**config.mk**
```make
export PLATFORM = sky130hd
export DESIGN_NAME = transition_easing_progress_core
export DESIGN_NICKNAME = d
export VERILOG_FILES = /design/src/design/tep_pkg.sv /design/src/design/tep_front.sv /design/src/design/tep_fifo.sv /design/src/design/tep_back.sv /design/src/design/transition_easing_progress_core.sv
export SDC_FILE = /design/constraint.sdc
export NUM_CORES = 2
export LEC_CHECK = 0
export BUFFER_PORTS_ARGS = -buffer_cell sky130_fd_sc_hd__buf_2
export CAP_MARGIN = 20
export CORE_ASPECT_RATIO = 0.5
export CORE_MARGIN = 2
export CORE_UTILIZATION = 45
export DETAILED_ROUTE_END_ITERATION = 12
export SLEW_MARGIN = 30
export SYNTH_ARGS = -nofsm -noshare
export SYNTH_HDL_FRONTEND = slang
export SYNTH_SLANG_ARGS = --single-unit
```
**constraint.sdc**
```tcl
create_clock -name clk -period 41.6 [get_ports clk]
set_input_delay 0 -clock clk [delete_from_list [all_inputs] [get_ports clk]]
set_output_delay 0 -clock clk [all_outputs]
set_load 0.05 [all_outputs]
```
**src/design/tep_pkg.sv**
```systemverilog
// shared types and constants of the transition easing core
// no dependencies
package tep_pkg;

    localparam int DUR_W  = 24;
    localparam int KIND_W = 3;
    localparam int ELAP_W = 32;

    localparam logic [KIND_W-1:0] KIND_NONE   = 3'd0;
    localparam logic [KIND_W-1:0] KIND_FADE   = 3'd1;
    localparam logic [KIND_W-1:0] KIND_MORPH  = 3'd2;
    localparam logic [KIND_W-1:0] KIND_SLIDE  = 3'd3;
    localparam logic [KIND_W-1:0] KIND_WIPE   = 3'd4;
    localparam logic [KIND_W-1:0] KIND_BLINK  = 3'd5;
    localparam logic [KIND_W-1:0] KIND_RANDOM = 3'd6;

    localparam logic [0:0] REG_KIND     = 1'b0;
    localparam logic [0:0] REG_DURATION = 1'b1;

    localparam logic [DUR_W-1:0] DURATION_RESET = 24'd1000;

    // operations handed from front to back
    localparam logic [2:0] OP_NEG   = 3'd0;
    localparam logic [2:0] OP_ONE   = 3'd1;
    localparam logic [2:0] OP_ZERO  = 3'd2;
    localparam logic [2:0] OP_LIN   = 3'd3;
    localparam logic [2:0] OP_CUBIC = 3'd4;

    localparam logic [15:0] HASH_SEED = 16'h79b9;
    localparam logic [15:0] HASH_MUL  = 16'h4e6d;
    localparam logic [15:0] HASH_ADD  = 16'h3039;
    localparam logic [DUR_W-1:0] RAND_DIV = 24'd65535;

    typedef struct packed {
        logic [2:0]       op;
        logic [DUR_W-1:0] num;
        logic [DUR_W-1:0] den;
    } entry_t;

endpackage

```
**src/design/tep_front.sv**
```systemverilog
// front end: classifies an elapsed time into a queue entry
// depends on tep_pkg
module tep_front
(
    input  logic [tep_pkg::ELAP_W-1:0] elapsed_ms,
    input  logic [tep_pkg::KIND_W-1:0] kind,
    input  logic [tep_pkg::DUR_W-1:0]  duration,
    output tep_pkg::entry_t            entry
);

    logic [30:0] e;
    logic [31:0] hprod;
    logic [15:0] r;

    assign e     = elapsed_ms[30:0];
    assign hprod = (elapsed_ms[15:0] ^ tep_pkg::HASH_SEED) * tep_pkg::HASH_MUL;
    assign r     = hprod[15:0] + tep_pkg::HASH_ADD;

    always_comb
    begin
        entry.op  = tep_pkg::OP_LIN;
        entry.num = e[tep_pkg::DUR_W-1:0];
        entry.den = duration;
        if (elapsed_ms[31])
        begin
            entry.op = tep_pkg::OP_NEG;
        end
        else if (kind == tep_pkg::KIND_NONE || duration == '0 ||
                 e >= {7'd0, duration})
        begin
            entry.op = tep_pkg::OP_ONE;
        end
        else
        begin
            case (kind)
                tep_pkg::KIND_SLIDE, tep_pkg::KIND_WIPE:
                    entry.op = tep_pkg::OP_CUBIC;
                tep_pkg::KIND_BLINK:
                    entry.op = ({1'b0, e, 1'b0} < {9'd0, duration}) ?
                               tep_pkg::OP_ONE : tep_pkg::OP_ZERO;
                tep_pkg::KIND_RANDOM:
                begin
                    // full-scale hash maps exactly to one
                    if (r == 16'hffff)
                        entry.op = tep_pkg::OP_ONE;
                    entry.num = {8'd0, r};
                    entry.den = tep_pkg::RAND_DIV;
                end
                default:
                    entry.op = tep_pkg::OP_LIN;
            endcase
        end
    end

endmodule

```
**src/design/tep_fifo.sv**
```systemverilog
// small queue between front and back ends
// depends on tep_pkg
module tep_fifo
(
    input  logic            clk,
    input  logic            rst_n,
    input  logic            push,
    input  tep_pkg::entry_t push_data,
    input  logic            pop,
    output tep_pkg::entry_t pop_data,
    output logic            full,
    output logic            empty
);

    tep_pkg::entry_t mem_reg [0:3];
    logic [1:0] wr_ptr_reg, rd_ptr_reg;
    logic [2:0] count_reg, count_next;

    assign full     = count_reg == 3'd4;
    assign empty    = count_reg == 3'd0;
    assign pop_data = mem_reg[rd_ptr_reg];

    always_comb
    begin
        count_next = count_reg;
        if (push && !pop)
            count_next = count_reg + 3'd1;
        else if (pop && !push)
            count_next = count_reg - 3'd1;
    end

    always_ff @(posedge clk or negedge rst_n)
    begin
        if (!rst_n)
        begin
            wr_ptr_reg <= '0;
            rd_ptr_reg <= '0;
            count_reg  <= '0;
        end
        else
        begin
            if (push)
                wr_ptr_reg <= wr_ptr_reg + 2'd1;
            if (pop)
                rd_ptr_reg <= rd_ptr_reg + 2'd1;
            count_reg <= count_next;
        end
    end

    always_ff @(posedge clk)
    begin
        if (push)
            mem_reg[wr_ptr_reg] <= push_data;
    end

endmodule

```
**src/design/tep_back.sv**
```systemverilog
// back end: pipelined restoring divider, cubic easing and output register
// depends on tep_pkg
module tep_back
#(
    parameter int FRACTION_BITS = 16
)
(
    input  logic                   clk,
    input  logic                   rst_n,
    input  logic                   fifo_empty,
    input  tep_pkg::entry_t        fifo_data,
    output logic                   fifo_pop,
    output logic                   out_valid,
    input  logic                   out_stall,
    output logic [FRACTION_BITS:0] progress,
    output logic                   error
);

    localparam int F  = FRACTION_BITS;
    localparam int DW = tep_pkg::DUR_W;
    localparam logic [F:0] ONE = (F+1)'(1) << F;

    typedef struct packed {
        logic [2:0]    op;
        logic [DW-1:0] rem;
        logic [F-1:0]  quo;
        logic [DW-1:0] den;
    } div_t;

    function automatic div_t div_step(input div_t s);
        div_t        o;
        logic [DW:0] t;
        logic [DW:0] d;
        begin
            o = s;
            t = {s.rem, 1'b0};
            d = t - {1'b0, s.den};
            if (t >= {1'b0, s.den})
            begin
                o.rem = d[DW-1:0];
                o.quo = {s.quo[F-2:0], 1'b1};
            end
            else
            begin
                o.rem = t[DW-1:0];
                o.quo = {s.quo[F-2:0], 1'b0};
            end
            return o;
        end
    endfunction

    logic ce;
    div_t dv_reg [0:F];
    logic [F:0] dv_vld_reg;

    assign ce       = !out_valid || !out_stall;
    assign fifo_pop = ce && !fifo_empty;

    always_ff @(posedge clk or negedge rst_n)
    begin
        if (!rst_n)
            dv_vld_reg <= '0;
        else if (ce)
            dv_vld_reg <= {dv_vld_reg[F-1:0], !fifo_empty};
    end

    always_ff @(posedge clk)
    begin
        if (ce)
        begin
            dv_reg[0].op  <= fifo_data.op;
            dv_reg[0].rem <= fifo_data.num;
            dv_reg[0].quo <= '0;
            dv_reg[0].den <= fifo_data.den;
        end
    end

    // one quotient bit per stage
    for (genvar i = 1; i <= F; i++)
    begin : g_div
        always_ff @(posedge clk)
        begin
            if (ce)
                dv_reg[i] <= div_step(dv_reg[i-1]);
        end
    end

    // cubic stage 1: fold upper half, square
    logic [F-1:0]   p;
    logic           half;
    logic [F+1:0]   xw;
    logic [F:0]     x;
    logic [2*F+1:0] sq;

    assign p    = dv_reg[F].quo;
    assign half = p[F-1];
    assign xw   = ((F+2)'(1) << (F+1)) - {1'b0, p, 1'b0};
    assign x    = half ? xw[F:0] : {1'b0, p};
    assign sq   = x * x;

    logic [2:0]   m1_op_reg;
    logic [F-1:0] m1_p_reg;
    logic         m1_half_reg;
    logic [F:0]   m1_x_reg, m1_a_reg;
    logic         m1_vld_reg;

    // cubic stage 2: third power
    logic [2*F+1:0] cb;
    assign cb = m1_a_reg * m1_x_reg;

    logic [2:0]   m2_op_reg;
    logic [F-1:0] m2_p_reg;
    logic         m2_half_reg;
    logic [F:0]   m2_b_reg;
    logic         m2_vld_reg;

    logic [F:0] cubic;
    logic [F:0] res;
    logic [F:0] b4;

    assign b4    = {m2_b_reg[F-2:0], 2'b00};
    assign cubic = m2_half_reg ? (ONE - {1'b0, m2_b_reg[F:1]}) : b4;

    always_comb
    begin
        case (m2_op_reg)
            tep_pkg::OP_NEG:   res = '0;
            tep_pkg::OP_ONE:   res = ONE;
            tep_pkg::OP_ZERO:  res = '0;
            tep_pkg::OP_LIN:   res = {1'b0, m2_p_reg};
            tep_pkg::OP_CUBIC: res = cubic;
            default:           res = {1'b0, m2_p_reg};
        endcase
    end

    logic [F:0] progress_reg;
    logic       error_reg;
    logic       out_valid_reg;

    always_ff @(posedge clk or negedge rst_n)
    begin
        if (!rst_n)
        begin
            m1_vld_reg    <= 1'b0;
            m2_vld_reg    <= 1'b0;
            out_valid_reg <= 1'b0;
        end
        else if (ce)
        begin
            m1_vld_reg    <= dv_vld_reg[F];
            m2_vld_reg    <= m1_vld_reg;
            out_valid_reg <= m2_vld_reg;
        end
    end

    always_ff @(posedge clk)
    begin
        if (ce)
        begin
            m1_op_reg    <= dv_reg[F].op;
            m1_p_reg     <= p;
            m1_half_reg  <= half;
            m1_x_reg     <= x;
            m1_a_reg     <= sq[2*F:F];
            m2_op_reg    <= m1_op_reg;
            m2_p_reg     <= m1_p_reg;
            m2_half_reg  <= m1_half_reg;
            m2_b_reg     <= cb[2*F:F];
            progress_reg <= res;
            error_reg    <= m2_op_reg == tep_pkg::OP_NEG;
        end
    end

    assign out_valid = out_valid_reg;
    assign progress  = progress_reg;
    assign error     = error_reg;

endmodule

```
**src/design/transition_easing_progress_core.sv**
```systemverilog
// Transition easing core: takes one signed elapsed time per cycle while in_stall
// is low and returns the eased progress with FRACTION_BITS fraction bits.
// Throughput is one item per clock while out_stall does not hold the output;
// each item passes through the four-entry queue and the restoring divider
// that resolves one quotient bit per pipeline stage.
// depends on tep_pkg, tep_front, tep_fifo, tep_back
module transition_easing_progress_core
#(
    parameter int FRACTION_BITS = 16
)
(
    input  logic                          clk,
    input  logic                          rst_n,
    input  logic                          cfg_we,
    input  logic [0:0]                    cfg_index,
    input  logic [tep_pkg::DUR_W-1:0]     cfg_data,
    input  logic                          in_valid,
    output logic                          in_stall,
    input  logic signed [tep_pkg::ELAP_W-1:0] elapsed_ms,
    output logic                          out_valid,
    input  logic                          out_stall,
    output logic [FRACTION_BITS:0]        progress,
    output logic                          error
);

    logic [tep_pkg::KIND_W-1:0] kind_reg;
    logic [tep_pkg::DUR_W-1:0]  duration_reg;

    always_ff @(posedge clk or negedge rst_n)
    begin
        if (!rst_n)
        begin
            kind_reg     <= tep_pkg::KIND_NONE;
            duration_reg <= tep_pkg::DURATION_RESET;
        end
        else if (cfg_we)
        begin
            case (cfg_index)
                tep_pkg::REG_KIND:     kind_reg <= cfg_data[tep_pkg::KIND_W-1:0];
                tep_pkg::REG_DURATION: duration_reg <= cfg_data;
                default:               kind_reg <= kind_reg;
            endcase
        end
    end

    tep_pkg::entry_t front_entry, q_entry;
    logic q_full, q_empty, q_pop, q_push;

    tep_front u_front
    (
        .elapsed_ms (elapsed_ms),
        .kind       (kind_reg),
        .duration   (duration_reg),
        .entry      (front_entry)
    );

    assign in_stall = q_full;
    assign q_push   = in_valid && !q_full;

    tep_fifo u_fifo
    (
        .clk       (clk),
        .rst_n     (rst_n),
        .push      (q_push),
        .push_data (front_entry),
        .pop       (q_pop),
        .pop_data  (q_entry),
        .full      (q_full),
        .empty     (q_empty)
    );

    tep_back #(.FRACTION_BITS(FRACTION_BITS)) u_back
    (
        .clk        (clk),
        .rst_n      (rst_n),
        .fifo_empty (q_empty),
        .fifo_data  (q_entry),
        .fifo_pop   (q_pop),
        .out_valid  (out_valid),
        .out_stall  (out_stall),
        .progress   (progress),
        .error      (error)
    );

endmodule

```
# Word-level counts from Yosys, hierarchy flattened
# Memories as Yosys holds them, arrays and structs flattened.
# Index checks and enable logic that the tools add are counted.
# word_totals
output_inout_bits	20
register_bits	163
memories	2
ram_bits	1343
inputBits	62
# memory_table
memory	words	word_bits	read_ports	rd_clocked_by_memory_dff	write_ports	line_no	rtl
u_back.dv_reg	17	67	17	0	17	tep_back.sv:53	div_t dv_reg [0:F];
u_fifo.mem_reg	4	51	1	0	1	tep_fifo.sv:15	tep_pkg::entry_t mem_reg [0:3];
# classes
mux	49
addsub	23
magnitude_cmp	18
bitwise_logic	2
mul	3
reduce_logical	22
eq_ne	9
# op_table
operator	count
$mux 40	32
$ge 25x24->1	16
$sub 24x24->24	16
$mux 48	3
$mul 17x17->33	2
$pmux 17 s3	1
$mux 17	2
$lt 32x24->1	1
$ge 31x24->1	1
$logic_not 24->1	1
$sub 1x17->17 const A	1
$sub 17x16->17 const A	1
$add 16x14->16 const B	1
$eq 16x16->1 const B	1
$mul 16x15->16 const B	1
$eq 3x3->1 const B	5
$mux 3	4
$not 10->10	1
$logic_not 3->1	3
$pmux 3 s3	1
$eq 3x2->1 const B	2
$logic_not 1->1	6
$add 2x1->2 const B	2
$logic_and 1x1->1	4
other kinds (10)	18

# Logic depth before layout (Yosys ltp)
# logic_depth
ltp_word	8
depth_mapped	30
ltp_nobuf	30

# By module
# Synthesis repeated with hierarchy kept, for this count alone.
# hier_totals
hier_cells	7365
hier_area_um2	85658.4
# by_module_without_submodules
module	cells_per_inst	area_each_um2	instances	seq_area_each_um2
tep_back	6491	72484.5	1	32391.1
tep_fifo	301	7816.2	1	6301.0
tep_front	514	4336.7	1	0.0
transition_easing_progress_core	59	1021.0	1	683.2

# Least setup slack after synthesis
# OpenSTA, ideal clock, no wires.
# synth_path
path_type	register -> register
from	register u_back.out_valid_reg, in the netlist u_back.out_valid
to	register u_back.dv_vld_reg[10]
setup_ps	190
path_slack_ps	8187
path_stages_with_launch	4
arrival_time_ps	33223
path_cell_list	dfrtp_1 > nand2_1 > clkbuf_1 > mux2_2
# synth_via
elab_chain_cells	2
# synth_lines
item	line_no	rtl
start, declared	tep_back.sv:138	logic out_valid_reg;
start signal, assigned	tep_back.sv:152	out_valid_reg <= m2_vld_reg;
$logic_not 1->1	tep_back.sv:56	assign ce = !out_valid || !out_stall;
$logic_or 1x1->1	tep_back.sv:56	
net u_back.ce	tep_back.sv:52	logic ce;
end signal, assigned	tep_back.sv:64	dv_vld_reg <= {dv_vld_reg[F-1:0], !fifo_empty};
end, declared	tep_back.sv:54	logic [F:0] dv_vld_reg;
# The timed path passes the listed nets, and every way through them passes these cells.
# A chain may end at the register's enable or synchronous reset.

==> flow_results.org <==
** Place
- In this run the tool buffered the top-level ports with 81 buffer cells.
- The HPWL after detailed placement is 127000 um.
- At the end of routability-driven placement, the weighted congestion stood at between 0.8 and 0.9.

** Global route
- First-pass GRT wire length :: 281000 um
- Across every metal layer, demand over resource in global routing totals between 10% and 20%.
- After global routing the overflow that remains totals 0.
- Entering global routing, the biggest net connects 170 pins.
- Initial antenna violation count :: 3
- Vias in the first global route :: between 50000 and 60000

** Logic synthesis
- Summing the sequential cell areas from Yosys gives roughly 46% of the chip area.
- In this run the cell area of the synthesized design comes to 0.0850 mm^2.
- Fraction of synthesis flops using an asynchronous set or reset pin :: 4.09%
- After technology mapping, the gate count stands at 7271.
- Library cells used by synthesis :: 116
- Yosys warning count :: 0
- Avg Cell Area, Syn :: 11.7 um^2
- In the synthesized netlist the dominant register cell turns out to be sky130_fd_sc_hd__edfxtp_1.
- Number of enable flip-flop cells after synthesis :: ~1300
- The synthesized design contains roughly 1300 register bits.

** Route
- Detail-routed net length per standard cell :: between 15 and 20 um
- Total number of vias :: between 50000 and 60000
- Post-DRT Antenna Nets :: 0
- Final wirelength :: ~170000 um
- For this block, the initial DRC count from the detailed router was 3326.
- Routed via count divided by cell count :: ~5.2
- Length of the first detailed-routing pass in iterations :: 6
- Drt drc :: 0

** Job
- The tool flagged a number of max-cap violations equal to 0.

** Timing
- On the final layout, the worst hold slack is approximately 0.045 ns.
- The clock arrives with between 0.05 and 0.06 ns of skew.
- Relative slew slack :: ~33%
- Max-slew violations :: 0
- Min cycle time layout :: approximately 8.5 ns
- Setup violations remaining at the end of the flow were counted as 0.
- Fmax :: 0.118 GHz
- The number of endpoints with negative hold slack in the final report was 0.
- For the final routed database, the setup TNS stands at 0 ns.
- Of the available clock period, the critical path in the final layout requires between 20% and 30%.
- Setup repair after global routing left no endpoint under its margin.
- At the pin with the least slew margin, the transition time is between 1 and 1.5 ns.

** Clocking
- In this run the clock root is driven by a sky130_fd_sc_hd__clkbuf_16.
- Insertion delay to the later sink of the worst-skew pair :: approximately 0.82 ns
- The H-tree was split into 4 levels.
- Counting along the longest clock path gives a buffer depth of 4.
- Clock tree from TritonCTS :: done
- Counting every sink on the clock net gives around 1300.
- PostCTS Resize Cnt :: 0
- Cts bufs inserted :: roughly 140
- Clock-pin slew on the worst setup and hold paths :: ~0.06 ns

** Setup path
- Along the worst path, the maximum fanout reaches 11.
- For the worst setup path, the data required time is around 42 ns.
- Crit start category :: flop
- At the worst endpoint, the arrival time is 8.96 ns.
- Kind of critical path :: flop to flop
- Critical path capture point type :: flop

** Die
- Die outline width :: a little over 600 um
- Die Height :: ~310 um
- In this run the core area contains 112 standard-cell rows.
- During I/O placement, the number of pins put on the boundary was between 80 and 90.
- For this configuration, the core starts out at a cell density of 45.5%.
- The die covers between 0.15 and 0.2 mm^2.
- The floorplan step defined a core boundary enclosing between 0.15 and 0.2 mm^2.

** Min path
- Path type of the worst min-delay path :: input port to flop

** Outcome
- Result of the run :: finished clean

** Final layout
- Final net count :: just under 9000
- Share of post-route cells with drive strength above 1 :: under 10%
- Compared with the post-synthesis result, the final layout area differs by 9.98%.
- Flip-flop count of the largest register, all copies and words added :: 955
- FILL cells :: between 15000 and 20000
==> Yosys cell counts (106+ instances only) <==
cell type | n | area (um^2)
sky130_fd_sc_hd__a21o_1 | 141 | 1060
sky130_fd_sc_hd__a21oi_1 | 367 | 1840
sky130_fd_sc_hd__and2_1 | 119 | 744
sky130_fd_sc_hd__clkbuf_1 | 106 | 398
sky130_fd_sc_hd__edfxtp_1 | 1266 | 38000
sky130_fd_sc_hd__fa_1 | 471 | 9430
sky130_fd_sc_hd__ha_1 | 704 | 8810
sky130_fd_sc_hd__inv_1 | 1107 | 4160
sky130_fd_sc_hd__mux2_2 | 140 | 1580
sky130_fd_sc_hd__nand2_1 | 602 | 2260
sky130_fd_sc_hd__nor2_1 | 362 | 1360
sky130_fd_sc_hd__o21ai_0 | 327 | 1640
sky130_fd_sc_hd__xnor2_1 | 230 | 2010
sky130_fd_sc_hd__xor2_1 | 151 | 1320
==> worst paths after layout <==
kind / from / endpoint / slack, ns / cells after the start
hold reg to reg: u_back.dv_reg[0][600] / u_back.dv_reg[0][667] / 0.41 / 0
min in group asynchronous: rst_n / duration_reg[15] / 0.40 / 4
setup reg to reg: u_back.dv_reg[0][1099] / u_back.m1_a_reg[16] / 33.12 / 27
hold / removal: elapsed_ms[4] / u_fifo.mem_reg[3][28] / 0.05 / 3
max in group asynchronous: rst_n / u_fifo.rd_ptr_reg[0] / 40.65 / 4
setup / recovery: u_back.dv_reg[0][1099] / u_back.m1_a_reg[16] / 33.12 / 27
==> stage by stage <==
stage          setup WS, ns  cell area (um^2)  std cells  util [%]
6_report              33.12             93500      10100      50.0
3_5_place_dp          33.06             88300       9755      47.2
3_3_place_gp          33.18             88300       9754      47.2
4_1_cts               32.98             93500      10100      50.0
2_1_floorplan          8.19             85100       7284         -
5_1_grt               32.46             93500      10100      50.0
==> cells by family after synthesis <==
| logic type | count (synthesis) | synth area share, % |
|---|---|---|
| AND/OR/NAND/NOR | 1624 | 9.08 |
| flip-flops | 1320 | 46.3 |
| buffers and inverters | 1272 | 5.74 |
| AO/OA/AOI/OAI | 1230 | 9.17 |
| adder cells (fa/ha/maj) | 1176 | 21.5 |
| XOR/XNOR | 382 | 3.94 |
| multiplexers | 265 | 4.31 |
| other | 2 | 0.00883 |
==> layout make-up <==
type | instances | area (um^2) | share of cell area (%)
inverters | 1118 | 4200 | 4.49
flip-flops and latches | 1320 | 39400 | 42.1
diodes | 1 | 2.50 | 0.00268
multi-input cells | 4692 | 40900 | 43.7
well taps | 2508 | 3140 | 3.36
clock inverters | 61 | 524 | 0.561
repair buffers | 206 | 1630 | 1.74
clock buffers | 174 | 3770 | 4.03
==> layout by cell type (no fill, tap or decap), types with 20 or more instances in the layout <==
cell type	Yosys	final
sky130_fd_sc_hd__or3_1	23	23
sky130_fd_sc_hd__clkbuf_16	0	145
sky130_fd_sc_hd__dlygate4sd3_1	0	86
sky130_fd_sc_hd__and2_1	119	115
sky130_fd_sc_hd__inv_1	1107	1107
sky130_fd_sc_hd__mux2_4	31	31
sky130_fd_sc_hd__o21ai_0	327	327
sky130_fd_sc_hd__o21a_1	55	55
sky130_fd_sc_hd__nor2_1	362	362
sky130_fd_sc_hd__xnor2_1	230	230
sky130_fd_sc_hd__nand2_1	602	600
sky130_fd_sc_hd__dfrtp_1	48	46
sky130_fd_sc_hd__clkbuf_1	106	26
sky130_fd_sc_hd__clkinv_1	6	25
sky130_fd_sc_hd__mux2_2	140	140
sky130_fd_sc_hd__nor4_1	32	32
sky130_fd_sc_hd__buf_2	32	81
sky130_fd_sc_hd__fa_1	471	471
sky130_fd_sc_hd__mux4_2	51	51
sky130_fd_sc_hd__a31oi_1	37	37
sky130_fd_sc_hd__and3_1	39	39
sky130_fd_sc_hd__xor2_1	151	151
sky130_fd_sc_hd__o21bai_1	33	33
sky130_fd_sc_hd__a21oi_1	367	366
sky130_fd_sc_hd__ha_1	704	704
sky130_fd_sc_hd__o211ai_1	22	22
sky130_fd_sc_hd__nand4_1	59	59
sky130_fd_sc_hd__nor3_1	102	102
sky130_fd_sc_hd__clkinv_2	0	20
sky130_fd_sc_hd__a21o_1	141	141
sky130_fd_sc_hd__nor2b_1	71	71
sky130_fd_sc_hd__mux2i_1	33	33
sky130_fd_sc_hd__a211oi_1	35	35
sky130_fd_sc_hd__nand3_1	68	68
sky130_fd_sc_hd__buf_4	5	30
sky130_fd_sc_hd__edfxtp_1	1266	1266
sky130_fd_sc_hd__nand2b_1	70	70
==> critical path, cell delays in order, from the launching register on <==
cell                       delay, ns
sky130_fd_sc_hd__edfxtp_1       0.50
sky130_fd_sc_hd__or4_4          0.62
sky130_fd_sc_hd__nor4_4         0.20
sky130_fd_sc_hd__nand2b_2       0.16
sky130_fd_sc_hd__nor2_1         0.16
sky130_fd_sc_hd__xnor2_1        0.18
sky130_fd_sc_hd__mux2i_4        0.14
sky130_fd_sc_hd__inv_1          0.39
sky130_fd_sc_hd__nand2_1        0.16
sky130_fd_sc_hd__fa_1           0.61
sky130_fd_sc_hd__inv_1          0.07
sky130_fd_sc_hd__fa_1           0.46
sky130_fd_sc_hd__fa_1           0.54
sky130_fd_sc_hd__fa_1           0.54
sky130_fd_sc_hd__fa_1           0.55
sky130_fd_sc_hd__inv_1          0.06
sky130_fd_sc_hd__fa_1           0.53
sky130_fd_sc_hd__inv_1          0.04
sky130_fd_sc_hd__ha_1           0.33
sky130_fd_sc_hd__and3_1         0.23
sky130_fd_sc_hd__a221oi_1       0.25
sky130_fd_sc_hd__nand2_1        0.10
sky130_fd_sc_hd__a221oi_2       0.52
sky130_fd_sc_hd__a311oi_1       0.24
sky130_fd_sc_hd__nor3_2         0.25
sky130_fd_sc_hd__o21bai_1       0.12
sky130_fd_sc_hd__a21oi_1        0.18
sky130_fd_sc_hd__xnor2_1        0.07
==> what timing repair did <==
action,in CTS,in global routing
buffers inserted,0,0
hold endpoints to repair,229,14
endpoints found under the setup margin,0,0
hold buffers,83,3
==> per-layer routing <==
layer,share of wire [%],vias to the layer above,GRT usage [%]
li1,-,25700,-
met1,46,25100,24.5
met2,47,988,30.3
met3,4.1,268,2.56
met4,3.0,0,5.39
met5,0,-,0
Power is left out: the tool's default activity adds up to more than one toggle a clock period on the data nets, which glitch-free logic cannot reach.
